--- config.mk ---
export PLATFORM = sky130hd
export DESIGN_NAME = button_and_battery_supervisor_flat
export DESIGN_NICKNAME = d
export VERILOG_FILES = /design/src/rtl/bbs_pkg.sv /design/src/rtl/bbs_tick_if.sv /design/src/rtl/bbs_res_if.sv /design/src/rtl/bbs_cfg_if.sv /design/src/rtl/bbs_ctrl.sv /design/src/rtl/bbs_dp.sv /design/src/rtl/button_and_battery_supervisor.sv /design/src/flat_wrapper.sv
export SDC_FILE = /design/constraint.sdc
export NUM_CORES = 2
export LEC_CHECK = 0
export BUFFER_PORTS_ARGS = -buffer_cell sky130_fd_sc_hd__buf_2
export CORE_MARGIN = 1
export CORE_UTILIZATION = 45
export CTS_CLUSTER_DIAMETER = 150
export DETAILED_ROUTE_END_ITERATION = 12
export HOLD_SLACK_MARGIN = 0.02
export PLACE_DENSITY = 0.69
export SLEW_MARGIN = 20
export SYNTH_ARGS = -nofsm -noshare
export SYNTH_HDL_FRONTEND = slang
export SYNTH_SLANG_ARGS = --single-unit
--- constraint.sdc ---
create_clock -name clk -period 22.1 [get_ports clk]
set_input_delay 4.42 -clock clk [delete_from_list [all_inputs] [get_ports clk]]
set_output_delay 4.42 -clock clk [all_outputs]
set_load 0.005 [all_outputs]
--- src/rtl/bbs_pkg.sv ---
// Shared types, constants and control structs for the button and battery supervisor.
// Depends on nothing; every other file of the block imports it.
package bbs_pkg;

	localparam int TIME_BITS = 32;
	localparam int MV_BITS = 16;
	localparam int CFG_IDX_BITS = 3;
	localparam int ACC_BITS = 2 * MV_BITS;
	localparam int DIV_STEPS = ACC_BITS;
	localparam int STEP_BITS = $clog2(DIV_STEPS);

	typedef logic [TIME_BITS-1:0] time_t;
	typedef logic [MV_BITS-1:0] mv_t;
	typedef logic [ACC_BITS-1:0] acc_t;
	typedef logic [CFG_IDX_BITS-1:0] cfg_idx_t;
	typedef logic [STEP_BITS-1:0] step_t;

	// Register indexes of the configuration port.
	localparam cfg_idx_t REG_PERIOD = 3'd0;
	localparam cfg_idx_t REG_OK = 3'd1;
	localparam cfg_idx_t REG_LOW = 3'd2;
	localparam cfg_idx_t REG_CRITICAL = 3'd3;
	localparam cfg_idx_t REG_HOLD = 3'd4;

	localparam mv_t PERIOD_RESET = 16'd2500;
	localparam mv_t OK_RESET = 16'd6000;
	localparam mv_t LOW_RESET = 16'd5400;
	localparam mv_t CRITICAL_RESET = 16'd4800;
	localparam mv_t HOLD_RESET = 16'd5000;

	// Commands from the controller to the datapath.
	typedef struct packed {
		logic accept;
		logic mul_lo;
		logic mul_hi;
		logic div_step;
		logic finish;
	} bbs_cmd_t;

	// Status from the datapath to the controller.
	typedef struct packed {
		logic first;
	} bbs_stat_t;

	// One configuration write as seen by the datapath.
	typedef struct packed {
		logic we;
		cfg_idx_t index;
		mv_t data;
	} bbs_cfg_wr_t;

endpackage

--- src/rtl/bbs_tick_if.sv ---
// Input channel carrying one tick beat: timestamp, button level and battery sample.
// Depends on bbs_pkg.
interface bbs_tick_if;
	import bbs_pkg::*;

	logic valid;
	logic ready;
	time_t now_ms;
	logic button_down;
	mv_t sample_mv;

	modport source (output valid, output now_ms, output button_down, output sample_mv,
		input ready);
	modport sink (input valid, input now_ms, input button_down, input sample_mv,
		output ready);
endinterface

--- src/rtl/bbs_res_if.sv ---
// Output channel carrying one result beat per tick: average and status bits.
// Depends on bbs_pkg.
interface bbs_res_if;
	import bbs_pkg::*;

	logic valid;
	logic ready;
	mv_t avg_mv;
	logic pressed_flag;
	logic low_flag;
	logic stop_request;
	logic power_off;

	modport source (output valid, output avg_mv, output pressed_flag, output low_flag,
		output stop_request, output power_off, input ready);
	modport sink (input valid, input avg_mv, input pressed_flag, input low_flag,
		input stop_request, input power_off, output ready);
endinterface

--- src/rtl/bbs_cfg_if.sv ---
// Configuration write channel: register index and write data with valid and ready.
// Depends on bbs_pkg.
interface bbs_cfg_if;
	import bbs_pkg::*;

	logic valid;
	logic ready;
	cfg_idx_t index;
	mv_t data;

	modport source (output valid, output index, output data, input ready);
	modport sink (input valid, input index, input data, output ready);
endinterface

--- src/rtl/bbs_ctrl.sv ---
// Controller state machine: sequences accept, two multiply steps, the divider and the
// result hand-off. Depends on bbs_pkg.
module bbs_ctrl (
	input  logic              clk,
	input  logic              arst_n,
	input  logic              in_valid,
	output logic              in_ready,
	output logic              out_valid,
	input  logic              out_ready,
	input  bbs_pkg::bbs_stat_t stat,
	output bbs_pkg::bbs_cmd_t  cmd
);
	import bbs_pkg::*;

	localparam logic [2:0] ST_IDLE = 3'd0;
	localparam logic [2:0] ST_MUL_LO = 3'd1;
	localparam logic [2:0] ST_MUL_HI = 3'd2;
	localparam logic [2:0] ST_DIV = 3'd3;
	localparam logic [2:0] ST_DONE = 3'd4;

	logic [2:0] state_q;
	step_t step_q;
	logic out_valid_q;
	logic slot_free;

	assign slot_free = !out_valid_q || out_ready;
	assign in_ready = (state_q == ST_IDLE);
	assign out_valid = out_valid_q;

	always_comb begin
		cmd = '0;
		cmd.accept = in_valid && (state_q == ST_IDLE);
		cmd.mul_lo = (state_q == ST_MUL_LO);
		cmd.mul_hi = (state_q == ST_MUL_HI);
		cmd.div_step = (state_q == ST_DIV);
		cmd.finish = (state_q == ST_DONE) && slot_free;
	end

	always_ff @(posedge clk or negedge arst_n) begin
		if (!arst_n) begin
			state_q <= ST_IDLE;
			step_q <= '0;
			out_valid_q <= 1'b0;
		end else begin
			case (state_q)
				ST_IDLE: begin
					if (in_valid) begin
						// The first tick only loads the average.
						state_q <= stat.first ? ST_DONE : ST_MUL_LO;
					end
				end
				ST_MUL_LO: state_q <= ST_MUL_HI;
				ST_MUL_HI: begin
					state_q <= ST_DIV;
					step_q <= '0;
				end
				ST_DIV: begin
					step_q <= step_q + 1'b1;
					if (step_q == step_t'(DIV_STEPS - 1)) begin
						state_q <= ST_DONE;
					end
				end
				ST_DONE: begin
					if (slot_free) begin
						state_q <= ST_IDLE;
					end
				end
				default: state_q <= ST_IDLE;
			endcase

			if (cmd.finish) begin
				out_valid_q <= 1'b1;
			end else if (out_ready) begin
				out_valid_q <= 1'b0;
			end
		end
	end

	a_busy_after_accept: assert property (@(posedge clk) disable iff (!arst_n)
		(in_valid && in_ready) |=> !in_ready)
		else $error("input ready after an accepted beat");
	a_no_overwrite: assert property (@(posedge clk) disable iff (!arst_n)
		(out_valid && !out_ready) |-> !cmd.finish)
		else $error("result written over a waiting result");
	a_div_start: assert property (@(posedge clk) disable iff (!arst_n)
		(state_q == ST_MUL_HI) |=> (state_q == ST_DIV && step_q == '0))
		else $error("divider did not start at step zero");
endmodule

--- src/rtl/bbs_dp.sv ---
// Datapath: configuration registers, button and battery state, the two multiply steps,
// the restoring divider and the result register. Depends on bbs_pkg.
module bbs_dp (
	input  logic                clk,
	input  logic                arst_n,
	input  bbs_pkg::bbs_cmd_t    cmd,
	output bbs_pkg::bbs_stat_t   stat,
	input  bbs_pkg::bbs_cfg_wr_t cfg_wr,
	input  bbs_pkg::time_t       now_ms,
	input  logic                button_down,
	input  bbs_pkg::mv_t         sample_mv,
	output bbs_pkg::mv_t         avg_mv,
	output logic                pressed_flag,
	output logic                low_flag,
	output logic                stop_request,
	output logic                power_off
);
	import bbs_pkg::*;

	mv_t period_q, ok_q, low_mv_q, critical_q, hold_q;

	mv_t avg_q;
	logic avg_valid_q;
	time_t last_q;
	logic held_q;
	time_t press_start_q;
	logic low_q;
	logic off_q;
	logic stop_q;

	mv_t sample_q;
	mv_t i_q;
	mv_t p_q;
	acc_t prod_q;
	acc_t quo_q;
	mv_t rem_q;

	mv_t res_avg_q;
	logic res_pressed_q, res_low_q, res_stop_q, res_off_q;

	mv_t p_eff;
	time_t interval;
	time_t press_len;
	acc_t mul_a;
	acc_t mul_b;
	logic [MV_BITS:0] trial;
	logic [MV_BITS:0] trial_diff;
	logic ge;
	mv_t new_avg;
	logic crit_hit;
	logic new_low;

	assign stat.first = !avg_valid_q;

	assign p_eff = (period_q == '0) ? mv_t'(1) : period_q;
	assign interval = now_ms - last_q;
	assign press_len = now_ms - press_start_q;

	assign mul_a = ACC_BITS'(avg_q) * ACC_BITS'(p_q - i_q);
	assign mul_b = ACC_BITS'(sample_q) * ACC_BITS'(i_q);

	// One bit of restoring division per cycle.
	assign trial = {rem_q, quo_q[ACC_BITS-1]};
	assign trial_diff = trial - {1'b0, p_q};
	assign ge = (trial >= {1'b0, p_q});

	assign new_avg = avg_valid_q ? quo_q[MV_BITS-1:0] : sample_q;
	assign crit_hit = (new_avg <= critical_q);
	always_comb begin
		new_low = low_q;
		if (new_avg <= low_mv_q) begin
			new_low = 1'b1;
		end else if (new_avg >= ok_q) begin
			new_low = 1'b0;
		end
	end

	always_ff @(posedge clk or negedge arst_n) begin
		if (!arst_n) begin
			period_q <= PERIOD_RESET;
			ok_q <= OK_RESET;
			low_mv_q <= LOW_RESET;
			critical_q <= CRITICAL_RESET;
			hold_q <= HOLD_RESET;
		end else if (cfg_wr.we) begin
			case (cfg_wr.index)
				REG_PERIOD: period_q <= cfg_wr.data;
				REG_OK: ok_q <= cfg_wr.data;
				REG_LOW: low_mv_q <= cfg_wr.data;
				REG_CRITICAL: critical_q <= cfg_wr.data;
				REG_HOLD: hold_q <= cfg_wr.data;
				default: ;
			endcase
		end
	end

	always_ff @(posedge clk or negedge arst_n) begin
		if (!arst_n) begin
			avg_q <= '0;
			avg_valid_q <= 1'b0;
			last_q <= '0;
			held_q <= 1'b0;
			press_start_q <= '0;
			low_q <= 1'b0;
			off_q <= 1'b0;
			stop_q <= 1'b0;
		end else begin
			if (cmd.accept) begin
				stop_q <= 1'b0;
				if (button_down) begin
					if (held_q) begin
						if (press_len > TIME_BITS'(hold_q)) begin
							off_q <= 1'b1;
						end
					end else begin
						press_start_q <= now_ms;
						held_q <= 1'b1;
						stop_q <= 1'b1;
					end
				end else begin
					held_q <= 1'b0;
				end
				last_q <= now_ms;
			end
			if (cmd.finish) begin
				avg_q <= new_avg;
				avg_valid_q <= 1'b1;
				low_q <= new_low;
				if (crit_hit) begin
					off_q <= 1'b1;
				end
			end
		end
	end

	always_ff @(posedge clk) begin
		if (cmd.accept) begin
			sample_q <= sample_mv;
			p_q <= p_eff;
			i_q <= (interval > TIME_BITS'(p_eff)) ? p_eff : interval[MV_BITS-1:0];
		end
		if (cmd.mul_lo) begin
			prod_q <= mul_a;
		end
		if (cmd.mul_hi) begin
			quo_q <= prod_q + mul_b;
			rem_q <= '0;
		end else if (cmd.div_step) begin
			quo_q <= {quo_q[ACC_BITS-2:0], ge};
			rem_q <= ge ? trial_diff[MV_BITS-1:0] : trial[MV_BITS-1:0];
		end
		if (cmd.finish) begin
			res_avg_q <= new_avg;
			res_pressed_q <= held_q;
			res_low_q <= new_low;
			res_stop_q <= stop_q;
			res_off_q <= off_q || crit_hit;
		end
	end

	assign avg_mv = res_avg_q;
	assign pressed_flag = res_pressed_q;
	assign low_flag = res_low_q;
	assign stop_request = res_stop_q;
	assign power_off = res_off_q;

	a_off_sticky: assert property (@(posedge clk) disable iff (!arst_n)
		off_q |=> off_q)
		else $error("power-off latch cleared without reset");
	a_avg_only_on_finish: assert property (@(posedge clk) disable iff (!arst_n)
		!cmd.finish |=> ($stable(avg_q) && $stable(low_q)))
		else $error("average or low flag changed outside of finish");
	a_stop_needs_held: assert property (@(posedge clk) disable iff (!arst_n)
		stop_q |-> held_q)
		else $error("stop request without a held button");
endmodule

--- src/rtl/button_and_battery_supervisor.sv ---
// Button and battery supervisor, top level: one result beat for every tick beat.
// First tick after reset: goes straight from accept to the hand-off state; it only loads the average.
// Other ticks: result valid follows the two multiply steps, the 32-step restoring divider
// and the hand-off state; a new tick is taken only once the last result has been handed
// off. A finished result waits in an output register while the next tick is taken.
// Asynchronous active-low reset clears the control and supervisor state and reloads the
// register defaults (working and result registers are not reset); configuration writes are taken in every cycle.
module button_and_battery_supervisor (
	input logic   clk,
	input logic   arst_n,
	bbs_tick_if.sink   tick,
	bbs_res_if.source  res,
	bbs_cfg_if.sink    cfg
);
	import bbs_pkg::*;

	bbs_cmd_t cmd;
	bbs_stat_t stat;
	bbs_cfg_wr_t cfg_wr;

	// The register file never stalls a write.
	assign cfg.ready = 1'b1;
	assign cfg_wr.we = cfg.valid;
	assign cfg_wr.index = cfg.index;
	assign cfg_wr.data = cfg.data;

	// The controller decides when a tick beat is taken and when the result register
	// is loaded; the datapath holds the arithmetic and the supervisor state.
	bbs_ctrl u_ctrl (
		.clk       (clk),
		.arst_n    (arst_n),
		.in_valid  (tick.valid),
		.in_ready  (tick.ready),
		.out_valid (res.valid),
		.out_ready (res.ready),
		.stat      (stat),
		.cmd       (cmd)
	);

	// The datapath handles the button at accept time, then runs the weighted average
	// as two multiplies, an add and a bit-serial divide by the period.
	bbs_dp u_dp (
		.clk          (clk),
		.arst_n       (arst_n),
		.cmd          (cmd),
		.stat         (stat),
		.cfg_wr       (cfg_wr),
		.now_ms       (tick.now_ms),
		.button_down  (tick.button_down),
		.sample_mv    (tick.sample_mv),
		.avg_mv       (res.avg_mv),
		.pressed_flag (res.pressed_flag),
		.low_flag     (res.low_flag),
		.stop_request (res.stop_request),
		.power_off    (res.power_off)
	);
endmodule

--- src/flat_wrapper.sv ---
// flat-port wrapper written by rule: the top's interface ports become plain ports
module button_and_battery_supervisor_flat import bbs_pkg::*;
  (clk, arst_n, tick_valid, tick_now_ms, tick_button_down, tick_sample_mv, tick_ready, res_valid, res_avg_mv, res_pressed_flag, res_low_flag, res_stop_request, res_power_off, res_ready, cfg_valid, cfg_index, cfg_data, cfg_ready);
  bbs_tick_if tick_i ();
  bbs_res_if res_i ();
  bbs_cfg_if cfg_i ();
  input logic clk;
  input logic arst_n;
  input wire logic [$bits(tick_i.valid)-1:0] tick_valid;
  input wire logic [$bits(tick_i.now_ms)-1:0] tick_now_ms;
  input wire logic [$bits(tick_i.button_down)-1:0] tick_button_down;
  input wire logic [$bits(tick_i.sample_mv)-1:0] tick_sample_mv;
  output wire logic [$bits(tick_i.ready)-1:0] tick_ready;
  output wire logic [$bits(res_i.valid)-1:0] res_valid;
  output wire logic [$bits(res_i.avg_mv)-1:0] res_avg_mv;
  output wire logic [$bits(res_i.pressed_flag)-1:0] res_pressed_flag;
  output wire logic [$bits(res_i.low_flag)-1:0] res_low_flag;
  output wire logic [$bits(res_i.stop_request)-1:0] res_stop_request;
  output wire logic [$bits(res_i.power_off)-1:0] res_power_off;
  input wire logic [$bits(res_i.ready)-1:0] res_ready;
  input wire logic [$bits(cfg_i.valid)-1:0] cfg_valid;
  input wire logic [$bits(cfg_i.index)-1:0] cfg_index;
  input wire logic [$bits(cfg_i.data)-1:0] cfg_data;
  output wire logic [$bits(cfg_i.ready)-1:0] cfg_ready;
  assign tick_i.valid = tick_valid;
  assign tick_i.now_ms = tick_now_ms;
  assign tick_i.button_down = tick_button_down;
  assign tick_i.sample_mv = tick_sample_mv;
  assign tick_ready = tick_i.ready;
  assign res_valid = res_i.valid;
  assign res_avg_mv = res_i.avg_mv;
  assign res_pressed_flag = res_i.pressed_flag;
  assign res_low_flag = res_i.low_flag;
  assign res_stop_request = res_i.stop_request;
  assign res_power_off = res_i.power_off;
  assign res_i.ready = res_ready;
  assign cfg_i.valid = cfg_valid;
  assign cfg_i.index = cfg_index;
  assign cfg_i.data = cfg_data;
  assign cfg_ready = cfg_i.ready;
  button_and_battery_supervisor u_core (.clk(clk), .arst_n(arst_n), .tick(tick_i), .res(res_i), .cfg(cfg_i));
endmodule
==> results.md <==
* RSZ-0062 raised after global routing: false
* Via density at 5.45
* Commonest cells after routing, fill and taps aside: inv_1, nand2_1, fa_1
* Post-DP HPWL at 73500 um
* Synthesized instance count at 4100
* Crit path from: u_core.u_dp.i_q[1]$_DFFE_PP_
* Fmax at 100 MHz
* Max-cap viol count at 0
* Crit path top cell by count: fa_1
* Post-CTS Setup Bufs at 0
* CP endpoint: u_core.u_dp.prod_q[31]$_DFFE_PP_
* Async SR Flop Fraction at 54.0%
* Post-synthesis sequential area ratio at 22.9%
* CTS H-tree lvls at 2
* Critical Path End Type: flop
* GRT Residual Overflow at 0
* Clk sink count at 322
* Total global-route track usage at 22.7%
* Slowest-stage cell, CP: edfxtp_1
* Yosys top cell area share at 23.2%
* Final hold vios at 0
* Launching point of the worst reg2reg path: u_core.u_dp.i_q[1]$_DFFE_PP_
* Top routing layer in use: met4
* Distinct cells, synth at 90
* Final Skew at 0.0287 ns
* Lkg Pwr at 19.5 nW
* Synth Cell Area at 37800 um^2
* Num ports at 96
* Clock buffer depth at 3
* Largest delay share family, worst path: compound AO/OA/AOI/OAI gates
* Final min period at 9.98 ns
* Routability congestion estimate at 0.899
* Setup_tns at 0 ns
* Width of the die at 292 um
* Footprint of the multi-input gates at 25600 um^2
* Slew headroom at 22.4%
* Status: complete, no violations
* Final-report setup violation count at 0
* Top cells by area, synth: fa_1, ha_1, edfxtp_1
* Post-route cell area at 40500 um^2
* Die ar. at 85200 um^2
* Worst Setup Start Kind: flop
* Critical path buffer and inverter count at 3
* Reg-to-reg endpoint: u_core.u_dp.prod_q[31]$_DFFE_PP_
* Layout area overhead at 7.11%
* Worst EP required at 22.41 ns
* Reg clk slew, reported paths at 0.06 ns
* Most used flip-flop cell after synthesis: dfrtp_1
* Hold Crit Class: reg -> reg
* Avg WL per Cell at 18.4 um
* Synth Warn # at 0
* Least-Margin Pin Slew at 1.16 ns
* Synthesized netlist net count at 5004
* Power density cells at 63.1 nW/um^2
* Remaining DRCs at 0
* Drt total wl at 95100 um
* EDFF count, synth at 132
* CTS tree: yes
* Initial antenna violation count at 1
* CTS buffer count at 40
* Worst R2R Path Depth at 29
* Placed Area at 39200 um^2
* Worst Path Class, Setup: reg -> reg
* First-pass GRT wire length at 154000 um
* Met3 wire len at 5750 um
* Initial Util at 45.8%
* Fin. max-slew vios at 0
* 1st-pass router iterations at 6
* Filler instances at 7594
* Max FO, Critical Path at 33
* Worst path arrival time at 10.30 ns
* Max stage delay on crit path at 0.79 ns
* DRT iter0 DRCs at 2018
* Seq. cell area at 8670 um^2
* Fin crit share at 45.2%
* Largest net degree at the start of global routing at 114
* Area leader, netlist: fa_1
* WL met1 at 41500 um
* Met2 wire length at 45400 um
* Maximum VDD drop at 0.0561 mV
* CTS Hold Bufs at 0
* Die height at 292 um
* Vias in the first global route at 28.7k
* Final net count at 4976
* Layout cells sized above 1 at 8.51%
* Post-route ant nets at 0
* Rows at 105
* CTS resizes at 0
* Antenna fix cells at 0
* Commonest non-fill, non-tap cell in the layout: inv_1
* Via Count at 28.2k
* Clk_lat worst skew at 0.60 ns
* Stages on the worst setup path at 29
* R2R Setup Slk at 12.12 ns
* Clock Root Buffer: clkbuf_16
* Core area at 82600 um^2
* Post-synthesis register bit count at 322
* Syn_area_per_cell at 9.22 um^2
* Port buffer count at 94
==> cell type report <==
cell class | count | share of cell area (%)
clock buffer | 58 | 2.81
clock inverter | 14 | 0.485
inverter | 745 | 6.90
multi-input combinational | 2836 | 63.3
sequential | 322 | 21.4
tap | 1070 | 3.31
timing repair buffer | 127 | 1.79
==> worst min-delay path by stage <==
stage / cells past startpoint / start / endpoint
after CTS: 0 / u_core.u_dp.stop_q$_DFFE_PN0P_ / u_core.u_dp.stop_request$_DFFE_PP_
after floorplan: 0 / u_core.u_dp.stop_q$_DFFE_PN0P_ / u_core.u_dp.stop_request$_DFFE_PP_
after detailed placement: 0 / u_core.u_dp.stop_q$_DFFE_PN0P_ / u_core.u_dp.stop_request$_DFFE_PP_
after global routing: 0 / u_core.u_dp.stop_q$_DFFE_PN0P_ / u_core.u_dp.stop_request$_DFFE_PP_
final: 0 / u_core.u_dp.stop_q$_DFFE_PN0P_ / u_core.u_dp.stop_request$_DFFE_PP_
after global placement: 0 / u_core.u_dp.stop_q$_DFFE_PN0P_ / u_core.u_dp.stop_request$_DFFE_PP_
==> registers in the layout (all words and copies together), names as in the netlist, 3 cells and up <==
name                       count
u_core.u_ctrl.state_q          3
u_core.u_dp.avg_mv            16
u_core.u_dp.quo_q             32
u_core.u_dp.last_q            32
u_core.u_dp.rem_q             16
u_core.u_ctrl.step_q           5
u_core.u_dp.p_q               16
u_core.u_dp.press_start_q     32
u_core.u_dp.sample_q          16
u_core.u_dp.period_q          16
u_core.u_dp.critical_q        16
u_core.u_dp.prod_q            32
u_core.u_dp.hold_q            16
u_core.u_dp.i_q               16
u_core.u_dp.low_mv_q          16
u_core.u_dp.ok_q              16
u_core.u_dp.avg_q             16
==> cell families after synthesis <==
family,share of synthesized area (%)
multiplexers,3.47
AND/OR/NAND/NOR,14.3
flip-flops,22.9
adder cells (fa/ha/maj),36.2
buffers and inverters,9.45
AO/OA/AOI/OAI,11.1
other,0.00992
XOR/XNOR,2.54
==> through the flow <==
| step | utilization [%] | total power [mW] | setup WS, ns | hold WS [ns] | instances |
|---|---|---|---|---|---|
| floorplan | - | 1.58 | 13.31 | 0.425 | 4100 |
| global placement | 47.4 | 1.86 | 12.31 | 0.435 | 5100 |
| detailed placement | 47.4 | 1.88 | 12.15 | 0.443 | 5100 |
| CTS | 49.0 | 2.57 | 12.17 | 0.458 | 5172 |
| global route | 49.0 | 2.73 | 11.53 | 0.477 | 5172 |
| finish | 49.0 | 2.56 | 12.12 | 0.463 | 5172 |
==> layer usage <==
metal / vias to the layer above / global-route usage [%]
met5: - / 0
met4: 0 / 6.16
met2: 788 / 38.9
li1: 13300 / -
met3: 152 / 2.89
met1: 13900 / 30.3
==> synth_stat cells, drive strengths merged, types with 18 or more instances <==
| master | n |
|---|---|
| nand2 | 562 |
| fa | 438 |
| nor2b | 58 |
| o21ai | 209 |
| a21o | 72 |
| dfstp | 26 |
| dfrtp | 148 |
| a31oi | 30 |
| xor2 | 39 |
| xnor2 | 68 |
| and3 | 22 |
| nor3 | 33 |
| nand4 | 45 |
| inv | 744 |
| nand2b | 28 |
| edfxtp | 132 |
| o211ai | 18 |
| mux2 | 100 |
| clkbuf | 187 |
| nand3 | 47 |
| ha | 393 |
| a21oi | 126 |
| and2 | 167 |
| nand3b | 18 |
| o311ai | 21 |
| o21a | 33 |
| nor2 | 97 |
==> power by group <==
group          internal (mW)  switching [mW]  total (mW)
Combinational          0.438           0.625        1.06
Clock                  0.397           0.279       0.676
Sequential             0.762          0.0553       0.817
Total                   1.60           0.960        2.56
Note: power is estimated with default switching activity, not from simulation.
